[src/design/cdsf_pkg.sv]
// ----------------------------------------------------------------------------
// cdsf_pkg
// Shared types, codes and frame helpers for the character display framer.
// ----------------------------------------------------------------------------
package cdsf_pkg;

  localparam int MAX_COLUMNS_DEF = 32;

  localparam int FUNC_W  = 3;
  localparam int BYTE_W  = 8;
  localparam int FRAME_W = 24;
  localparam int LC_W    = 3;
  localparam int CC_W    = 6;
  localparam int CFG_W   = 6;
  localparam int LINE_W  = 2;

  localparam logic [LC_W-1:0] LINE_COUNT_RST   = 3'd2;
  localparam logic [CC_W-1:0] COLUMN_COUNT_RST = 6'd16;

  localparam logic [BYTE_W-1:0] START_CMD  = 8'hF8;
  localparam logic [BYTE_W-1:0] START_DATA = 8'hFA;
  localparam logic [BYTE_W-1:0] CMD_CLEAR  = 8'h01;

  localparam logic [BYTE_W-1:0] BASE_LINE0 = 8'h80;
  localparam logic [BYTE_W-1:0] BASE_LINE1 = 8'hA0;
  localparam logic [BYTE_W-1:0] BASE_LINE2 = 8'hC0;
  localparam logic [BYTE_W-1:0] BASE_LINE3 = 8'hE0;

  typedef enum logic [FUNC_W-1:0] {
    FUNC_WRITE_CURSOR = 3'd0,
    FUNC_WRITE_AT     = 3'd1,
    FUNC_SET_CURSOR   = 3'd2,
    FUNC_CLEAR        = 3'd3,
    FUNC_RAW_CMD      = 3'd4,
    FUNC_RAW_DATA     = 3'd5
  } func_t;

  typedef logic [0:0] reg_idx_t;
  localparam reg_idx_t REG_LINE_COUNT   = 1'b0;
  localparam reg_idx_t REG_COLUMN_COUNT = 1'b1;

  typedef struct packed {
    logic [FUNC_W-1:0] func;
    logic [BYTE_W-1:0] col;
    logic [BYTE_W-1:0] row;
    logic [BYTE_W-1:0] char_code;
  } req_t;

  typedef struct packed {
    logic [FRAME_W-1:0] frame;
    logic               is_data;
    logic               last;
  } frame_t;

  typedef struct packed {
    logic [1:0] count;
    frame_t     first;
    frame_t     second;
  } step_out_t;

  function automatic int col_w(input int n);
    return (n > 1) ? $clog2(n) : 1;
  endfunction

  function automatic logic [BYTE_W-1:0] line_base(input logic [LINE_W-1:0] line,
                                                  input logic [LC_W-1:0] lines);
    logic [BYTE_W-1:0] b;
    unique case (line)
      2'd0: b = BASE_LINE0;
      2'd1: b = (lines == 3'd2) ? BASE_LINE2 : BASE_LINE1;
      2'd2: b = BASE_LINE2;
      default: b = BASE_LINE3;
    endcase
    return b;
  endfunction

  // Start byte, then each nibble LSB first followed by four zero fillers.
  function automatic frame_t make_frame(input logic [BYTE_W-1:0] b, input logic data,
                                        input logic last);
    frame_t f;
    f.frame   = {(data ? START_DATA : START_CMD),
                 b[0], b[1], b[2], b[3], 4'b0000,
                 b[4], b[5], b[6], b[7], 4'b0000};
    f.is_data = data;
    f.last    = last;
    return f;
  endfunction

endpackage

[src/design/cdsf_req_if.sv]
// ----------------------------------------------------------------------------
// cdsf_req_if
// Request channel: valid/ready with function code, position and byte.
// ----------------------------------------------------------------------------
interface cdsf_req_if;
  logic                          valid;
  logic                          ready;
  logic [cdsf_pkg::FUNC_W-1:0]   func;
  logic [cdsf_pkg::BYTE_W-1:0]   col;
  logic [cdsf_pkg::BYTE_W-1:0]   row;
  logic [cdsf_pkg::BYTE_W-1:0]   char_code;

  modport source (output valid, output func, output col, output row, output char_code,
                  input ready);
  modport sink   (input valid, input func, input col, input row, input char_code,
                  output ready);
endinterface

[src/design/cdsf_rsp_if.sv]
// ----------------------------------------------------------------------------
// cdsf_rsp_if
// Frame channel: valid/ready with a 24-bit serial frame and its flags.
// ----------------------------------------------------------------------------
interface cdsf_rsp_if;
  logic                          valid;
  logic                          ready;
  logic [cdsf_pkg::FRAME_W-1:0]  frame;
  logic                          is_data;
  logic                          last;

  modport source (output valid, output frame, output is_data, output last, input ready);
  modport sink   (input valid, input frame, input is_data, input last, output ready);
endinterface

[src/design/cdsf_step.sv]
// ----------------------------------------------------------------------------
// cdsf_step
// Decodes one request against the cursor and builds its frames and next cursor.
// ----------------------------------------------------------------------------
module cdsf_step #(
  parameter int MAX_COLUMNS = cdsf_pkg::MAX_COLUMNS_DEF
) (
  input  cdsf_pkg::req_t                                 req,
  input  logic [cdsf_pkg::LC_W-1:0]                      line_count,
  input  logic [cdsf_pkg::CC_W-1:0]                      column_count,
  input  logic [cdsf_pkg::col_w(MAX_COLUMNS)-1:0]        cur_col,
  input  logic [cdsf_pkg::LINE_W-1:0]                    cur_line,
  output cdsf_pkg::step_out_t                            result,
  output logic [cdsf_pkg::col_w(MAX_COLUMNS)-1:0]        next_col,
  output logic [cdsf_pkg::LINE_W-1:0]                    next_line
);
  import cdsf_pkg::*;

  localparam int CW = col_w(MAX_COLUMNS);
  localparam logic [CC_W-1:0] MAX_C = CC_W'(MAX_COLUMNS);

  logic [LC_W-1:0]   lines_eff;
  logic [CC_W-1:0]   cols_eff;
  logic              in_bounds;
  logic              cursor_out;
  logic              do_write;
  logic [CW-1:0]     wr_col;
  logic [LINE_W-1:0] wr_line;
  logic [CC_W-1:0]   col_inc;
  logic [LC_W-1:0]   line_inc;
  logic [BYTE_W-1:0] addr_byte;

  always_comb begin
    lines_eff = (line_count == '0) ? 3'd1 : (line_count > 3'd4) ? 3'd4 : line_count;
    cols_eff  = (column_count == '0) ? 6'd1 : (column_count > MAX_C) ? MAX_C : column_count;
    in_bounds = (req.col < {2'b00, cols_eff}) && (req.row < {5'b00000, lines_eff});
    cursor_out = (CC_W'(cur_col) >= cols_eff) || (LC_W'(cur_line) >= lines_eff);
  end

  always_comb begin
    result    = '0;
    next_col  = cur_col;
    next_line = cur_line;
    do_write  = 1'b0;
    wr_col    = cur_col;
    wr_line   = cur_line;

    unique case (req.func)
      FUNC_WRITE_CURSOR: begin
        do_write = 1'b1;
        // Registers may have shrunk since the cursor was placed: home first.
        if (cursor_out) begin
          wr_col  = '0;
          wr_line = '0;
        end
      end
      FUNC_WRITE_AT: begin
        if (in_bounds) begin
          do_write = 1'b1;
          wr_col   = CW'(req.col);
          wr_line  = LINE_W'(req.row);
        end
      end
      FUNC_SET_CURSOR: begin
        next_col  = in_bounds ? CW'(req.col) : '0;
        next_line = in_bounds ? LINE_W'(req.row) : '0;
      end
      FUNC_CLEAR: begin
        result.count = 2'd1;
        result.first = make_frame(CMD_CLEAR, 1'b0, 1'b1);
        next_col     = '0;
        next_line    = '0;
      end
      FUNC_RAW_CMD: begin
        result.count = 2'd1;
        result.first = make_frame(req.char_code, 1'b0, 1'b1);
      end
      FUNC_RAW_DATA: begin
        result.count = 2'd1;
        result.first = make_frame(req.char_code, 1'b1, 1'b1);
      end
      default: ;
    endcase

    addr_byte = line_base(wr_line, lines_eff) + BYTE_W'(wr_col);
    col_inc   = CC_W'(wr_col) + 6'd1;
    line_inc  = LC_W'(wr_line);
    // Advance, wrapping to the next line and then to home.
    if (col_inc >= cols_eff) begin
      col_inc  = '0;
      line_inc = line_inc + 3'd1;
    end
    if (line_inc >= lines_eff) begin
      line_inc = '0;
    end

    if (do_write) begin
      result.count  = 2'd2;
      result.first  = make_frame(addr_byte, 1'b0, 1'b0);
      result.second = make_frame(req.char_code, 1'b1, 1'b1);
      next_col      = col_inc[CW-1:0];
      next_line     = line_inc[LINE_W-1:0];
    end
  end

endmodule

[src/design/char_display_serial_framer.sv]
// ----------------------------------------------------------------------------
// char_display_serial_framer
// Path: a request is held in the input stage, then its frames load the frame register.
// Throughput: one frame per cycle on the frame channel while the sink is ready; a
// character write sends two frames and every other request one frame or none.
// The two-entry frame register paces requests; they queue in one input stage.
// Reset (synchronous, rst high): cursor home, 2 lines, 16 columns, both channels empty.
// ----------------------------------------------------------------------------
module char_display_serial_framer #(
  parameter int MAX_COLUMNS = cdsf_pkg::MAX_COLUMNS_DEF
) (
  input  logic                          clk,
  input  logic                          rst,
  input  logic                          cfg_wen,
  input  cdsf_pkg::reg_idx_t            cfg_index,
  input  logic [cdsf_pkg::CFG_W-1:0]    cfg_data,
  cdsf_req_if.sink                      req,
  cdsf_rsp_if.source                    rsp
);
  import cdsf_pkg::*;

  localparam int CW = col_w(MAX_COLUMNS);

  logic [LC_W-1:0]   line_count;
  logic [CC_W-1:0]   column_count;

  logic              s1_valid;
  req_t              s1_req;

  logic [CW-1:0]     cur_col;
  logic [LINE_W-1:0] cur_line;
  logic [CW-1:0]     next_col;
  logic [LINE_W-1:0] next_line;

  step_out_t         step;

  logic [1:0]        pend;
  frame_t            slot0;
  frame_t            slot1;

  logic              rsp_fire;
  logic              load_ok;
  logic              s1_take;

  cdsf_step #(
    .MAX_COLUMNS (MAX_COLUMNS)
  ) u_step (
    .req          (s1_req),
    .line_count   (line_count),
    .column_count (column_count),
    .cur_col      (cur_col),
    .cur_line     (cur_line),
    .result       (step),
    .next_col     (next_col),
    .next_line    (next_line)
  );

  assign rsp_fire  = rsp.valid && rsp.ready;
  // Frame register is free when empty or when its last frame leaves now.
  assign load_ok   = (pend == 2'd0) || ((pend == 2'd1) && rsp.ready);
  assign s1_take   = s1_valid && load_ok;
  assign req.ready = !s1_valid || load_ok;

  assign rsp.valid   = (pend != 2'd0);
  assign rsp.frame   = slot0.frame;
  assign rsp.is_data = slot0.is_data;
  assign rsp.last    = slot0.last;

  always_ff @(posedge clk) begin
    if (rst) begin
      line_count   <= LINE_COUNT_RST;
      column_count <= COLUMN_COUNT_RST;
    end else if (cfg_wen) begin
      unique case (cfg_index)
        REG_LINE_COUNT:   line_count   <= cfg_data[LC_W-1:0];
        REG_COLUMN_COUNT: column_count <= cfg_data[CC_W-1:0];
        default: ;
      endcase
    end
  end

  always_ff @(posedge clk) begin
    if (rst) begin
      s1_valid <= 1'b0;
      cur_col  <= '0;
      cur_line <= '0;
      pend     <= 2'd0;
    end else begin
      if (req.ready) begin
        s1_valid <= req.valid;
      end
      if (s1_take) begin
        cur_col  <= next_col;
        cur_line <= next_line;
        pend     <= step.count;
      end else if (rsp_fire) begin
        pend <= pend - 2'd1;
      end
    end
  end

  always_ff @(posedge clk) begin
    if (req.valid && req.ready) begin
      s1_req <= '{func: req.func, col: req.col, row: req.row, char_code: req.char_code};
    end
    if (s1_take) begin
      slot0 <= step.first;
      slot1 <= step.second;
    end else if (rsp_fire) begin
      // Advance the second frame to the head.
      slot0 <= slot1;
    end
  end

endmodule

[src/flat_wrapper.sv]
// flat-port wrapper written by rule: the top's interface ports become plain ports
module char_display_serial_framer_flat import cdsf_pkg::*;
#(
  parameter int MAX_COLUMNS = cdsf_pkg::MAX_COLUMNS_DEF
)
  (clk, rst, cfg_wen, cfg_index, cfg_data, req_valid, req_func, req_col, req_row, req_char_code, req_ready, rsp_valid, rsp_frame, rsp_is_data, rsp_last, rsp_ready);
  cdsf_req_if req_i ();
  cdsf_rsp_if rsp_i ();
  input  logic clk;
  input  logic rst;
  input  logic cfg_wen;
  input  cdsf_pkg::reg_idx_t cfg_index;
  input  logic [cdsf_pkg::CFG_W-1:0] cfg_data;
  input wire logic [$bits(req_i.valid)-1:0] req_valid;
  input wire logic [$bits(req_i.func)-1:0] req_func;
  input wire logic [$bits(req_i.col)-1:0] req_col;
  input wire logic [$bits(req_i.row)-1:0] req_row;
  input wire logic [$bits(req_i.char_code)-1:0] req_char_code;
  output wire logic [$bits(req_i.ready)-1:0] req_ready;
  output wire logic [$bits(rsp_i.valid)-1:0] rsp_valid;
  output wire logic [$bits(rsp_i.frame)-1:0] rsp_frame;
  output wire logic [$bits(rsp_i.is_data)-1:0] rsp_is_data;
  output wire logic [$bits(rsp_i.last)-1:0] rsp_last;
  input wire logic [$bits(rsp_i.ready)-1:0] rsp_ready;
  assign req_i.valid = req_valid;
  assign req_i.func = req_func;
  assign req_i.col = req_col;
  assign req_i.row = req_row;
  assign req_i.char_code = req_char_code;
  assign req_ready = req_i.ready;
  assign rsp_valid = rsp_i.valid;
  assign rsp_frame = rsp_i.frame;
  assign rsp_is_data = rsp_i.is_data;
  assign rsp_last = rsp_i.last;
  assign rsp_i.ready = rsp_ready;
  char_display_serial_framer #(.MAX_COLUMNS(MAX_COLUMNS)) u_core (.clk(clk), .rst(rst), .cfg_wen(cfg_wen), .cfg_index(cfg_index), .cfg_data(cfg_data), .req(req_i), .rsp(rsp_i));
endmodule
[config.mk]
export PLATFORM = sky130hd
export DESIGN_NAME = char_display_serial_framer_flat
export DESIGN_NICKNAME = d
export VERILOG_FILES = /design/src/design/cdsf_pkg.sv /design/src/design/cdsf_req_if.sv /design/src/design/cdsf_rsp_if.sv /design/src/design/cdsf_step.sv /design/src/design/char_display_serial_framer.sv /design/src/flat_wrapper.sv
export SDC_FILE = /design/constraint.sdc
export NUM_CORES = 1
export LEC_CHECK = 0
export ABC_CLOCK_PERIOD_IN_PS = 13800
export BUFFER_PORTS_ARGS = -buffer_cell sky130_fd_sc_hd__buf_2
export CORE_AREA = 10 10 114 116
export DETAILED_ROUTE_END_ITERATION = 10
export DIE_AREA = 0 0 124 126
export PLACE_DENSITY_LB_ADDON = 0.15
export SETUP_SLACK_MARGIN = 0.2
export SLEW_MARGIN = 20
export SYNTH_ARGS = -nofsm -noshare
export SYNTH_HDL_FRONTEND = slang
export SYNTH_SLANG_ARGS = --single-unit
[constraint.sdc]
create_clock -name clk -period 13.8 [get_ports clk]
set_clock_uncertainty 0.05 [all_clocks]
set_input_delay 2.76 -clock clk [delete_from_list [all_inputs] [get_ports clk]]
set_output_delay 2.76 -clock clk [all_outputs]
set_load 0.01 [all_outputs]
==> results.sh <==
export IMPL_crit_arrival_ns=6.42
export IMPL_grt_ovfl_total=0
export IMPL_ant_nets=0
export IMPL_ir_drop_v=0.0000557
export IMPL_clkTransAtPathRegs_ns=0.08
export IMPL_ios=67
export IMPL_synth_cells=339
export IMPL_fp_coreArea_um2=10700
export IMPL_hold_viol=0
export IMPL_max_slew_margin_pct=40.6
export IMPL_crit_path_end_kind="register"
export IMPL_grt_max_degree=28
export IMPL_synth_top_area_share_pct=38.1
export IMPL_routed_wl_mm=8.73
export IMPL_final_nets=462
export IMPL_place_congestion=0.925
export IMPL_syn2layout_area_growth_pct=15.7
export IMPL_setup_violations=0
export IMPL_start_util_pct=34.6
export IMPL_cts_tree="yes"
export IMPL_worstMarginPinSlew_ns=0.890
export IMPL_path_cells="inv_1, nand2_1, ha_1, a21oi_1, o2111ai_4, a221oi_4, o211ai_2, a22o_1, ha_1, nand4_1, o21ai_0, xor2_1, ha_1, nand2_1, o21ai_1, nor3_1, nor3_1, ha_1, nand2b_1, a21o_1, a211oi_1, a32oi_1, a211oi_1"
export IMPL_worstHoldPathType="register to register"
export IMPL_post_dp_hpwl_mm=6.80
export IMPL_yosysMostFrequentCell="edfxtp_1"
export IMPL_synth_area_leaders="edfxtp_1 38%, dfxtp_1 10%, ha_1 10%"
export IMPL_yosysUniqueCellTypes=59
export IMPL_startpoint_type="register"
export IMPL_num_vias=2697
export IMPL_n_antenna_cell=0
export IMPL_yosysSeqAreaShare_pct=48.4
export IMPL_drv_cap=0
export IMPL_synth_seq_cells=66
export IMPL_grt_setup_unrepaired="no"
export IMPL_grt_pass1_vias=2741
export IMPL_drv_slew=0
export IMPL_cts_path_max_buffers=2
export IMPL_cpMostUsedCell="ha_1"
export IMPL_crit_required_ns=14.02
export IMPL_die_x_um=124
export IMPL_die_height_um=126
export IMPL_cts_setup_buffers=0
export IMPL_tns_ns=0
export IMPL_cts_max_level=3
export IMPL_ctsRootBufferMaster="clkbuf_8"
export IMPL_dr_pass1_iters=4
export IMPL_cts_hold_buf=0
export IMPL_max_stage_delay_ns=0.66
export IMPL_crit_fanout=13
export IMPL_cts_buffers=9
export IMPL_yosys_top_cells_count="47 x edfxtp_1, 30 x ha_1, 30 x nand2_1, 26 x nor2_1, 21 x a21oi_1"
export IMPL_dieArea_um2=15600
export IMPL_dr_first_iter_drc_count=176
export IMPL_nFillCells=1065
export IMPL_drc=0
export IMPL_fin_crit_sh_pct=44.9
export IMPL_numPortBuffers=56
export IMPL_final_area_um2=4290
export IMPL_p_per_area_nw_per_um2=128
export IMPL_yosys_warnings=0
export IMPL_outcome="finished, final reports clean"
export IMPL_synth_ff_type="edfxtp_1"
export IMPL_finalCriticalPeriod_ns=6.20
export IMPL_ctsResizeCount=0
export IMPL_synth_area_um2=3700
export IMPL_crit_family="compound AO/OA/AOI/OAI gates"
export IMPL_fp_row_count=38
export IMPL_antenna_found_initial=0
export IMPL_cts_sinks=66
export IMPL_grt_pass1_wl_mm=14.2
export IMPL_crit_buf_inv=1
export IMPL_clock_fmax_ghz=0.161
export IMPL_synth_edf_count=47
export IMPL_yosysTopAreaCell="edfxtp_1"
export IMPL_grt_total_usage_pct=11.6
export IMPL_dpl_cell_area_um2=4060
export IMPL_syn_area_per_cell_um2=10.9
export IMPL_cpMaxStageDelayCell="a221oi_4"
export IMPL_criticalPathCategory="register to register"
export IMPL_wl_per_cell_um=16.2
export IMPL_insertion_delay_ns=0.35
export IMPL_drive_above_1_share_pct=22.4
export IMPL_async_reset_ff_share_pct=0
export IMPL_viasPerCell=5.01
export IMPL_power_leakage_nw=1.76
==> tightest hold or removal path, delay by kind of cell, from the launching register on <==
family	cells	cell delay, ns
AND/OR/NAND/NOR	1	0.06
AO/OA/AOI/OAI	1	0.05
flip-flops	1	0.33
==> per-layer routing <==
layer / vias up / track usage [%] / wire length [um]
li1: 1358 / - / -
met1: 1248 / 14.2 / 3920
met2: 78 / 18.6 / 4020
met3: 13 / 3.71 / 657
met4: 0 / 4.20 / 140
met5: - / 0 / 0
==> registers in the layout (all words and copies together) (netlist names) <==
signal / flops
u_core.slot1: 9
u_core.s1_valid: 1
u_core.rsp.last: 1
u_core.cur_col: 5
u_core.rsp.frame: 10
u_core.s1_req: 27
u_core.line_count: 3
u_core.column_count: 6
u_core.cur_line: 2
u_core.pend: 2
==> cell families after synthesis <==
kind of cell / after synthesis / share of synthesized area (%)
simple gates: 110 / 15.4
xor+xnor: 3 / 0.709
mux: 3 / 0.811
buf+inv: 40 / 5.77
flops: 66 / 48.4
compound gates: 86 / 18.7
fa+ha+maj: 30 / 10.1
other cells: 1 / 0.101
==> through the flow <==
step           util (%)  setup WS (ns)  cells  power, W  hold WS, ns
2_1_floorplan         -           7.95    348  0.000335        0.395
3_3_place_gp       37.9           7.71    522  0.000367        0.419
3_5_place_dp       37.9           7.61    522  0.000368        0.421
4_1_cts            40.1           7.57    538  0.000558        0.435
5_1_grt            40.1           7.01    538  0.000581        0.471
6_report           40.1           7.60    538  0.000549        0.433
==> cells in the final DEF (no fill, tap or decap), types with 3 or more instances in the layout <==
master    netlist  final
buf_2           0     56
edfxtp_1       47     47
nand2_1        30     30
ha_1           30     30
nor2_1         26     26
a21oi_1        21     21
dfxtp_1        19     19
inv_1          14     14
and3_1         12     12
o21ai_0        11     11
conb_1          1     10
clkbuf_8        0     10
nand3_1         9      9
nand2b_1        8      8
a221oi_1        8      8
nor3_1          6      6
a211oi_1        5      5
and2_1          4      4
a31oi_1         4      4
nor2b_1         4      4
a211o_1         4      4
mux2i_1         3      3
o21a_1          3      3
a22o_1          3      3
a21o_1          3      3
buf_4          15      3
==> power by group <==
part	total (W)	switching [W]	internal, W
sequential	0.000253	0.0000126	0.000240
clock	0.000186	0.0000796	0.000107
combinational	0.000110	0.0000685	0.0000414
total	0.000549	0.000161	0.000388
==> path summary, 6_finish.rpt <==
path	cells past startpoint	start	endpoint	slack [ns]
worst max-delay path	23	u_core.column_count[5]$_SDFFE_PP0P_	u_core.cur_line[1]$_SDFFE_PP0P_	7.60
worst min-delay path	2	u_core.column_count[0]$_SDFFE_PP0P_	u_core.column_count[0]$_SDFFE_PP0P_	0.43
worst max register to register	23	u_core.column_count[5]$_SDFFE_PP0P_	u_core.cur_line[1]$_SDFFE_PP0P_	7.60
worst min register to register	2	u_core.column_count[0]$_SDFFE_PP0P_	u_core.column_count[0]$_SDFFE_PP0P_	0.43
==> layout make-up <==
cell class	instances	area, um^2	area share, %
Clock buffer	10	138	3.21
Multi-Input combinational cell	242	1730	40.4
Sequential cell	66	1790	41.8
Tap cell	140	175	4.09
Timing Repair Buffer	59	303	7.07
Clock inverter	6	88.8	2.07
Inverter	15	56.3	1.31
Note: power is estimated with default switching activity, not from simulation.
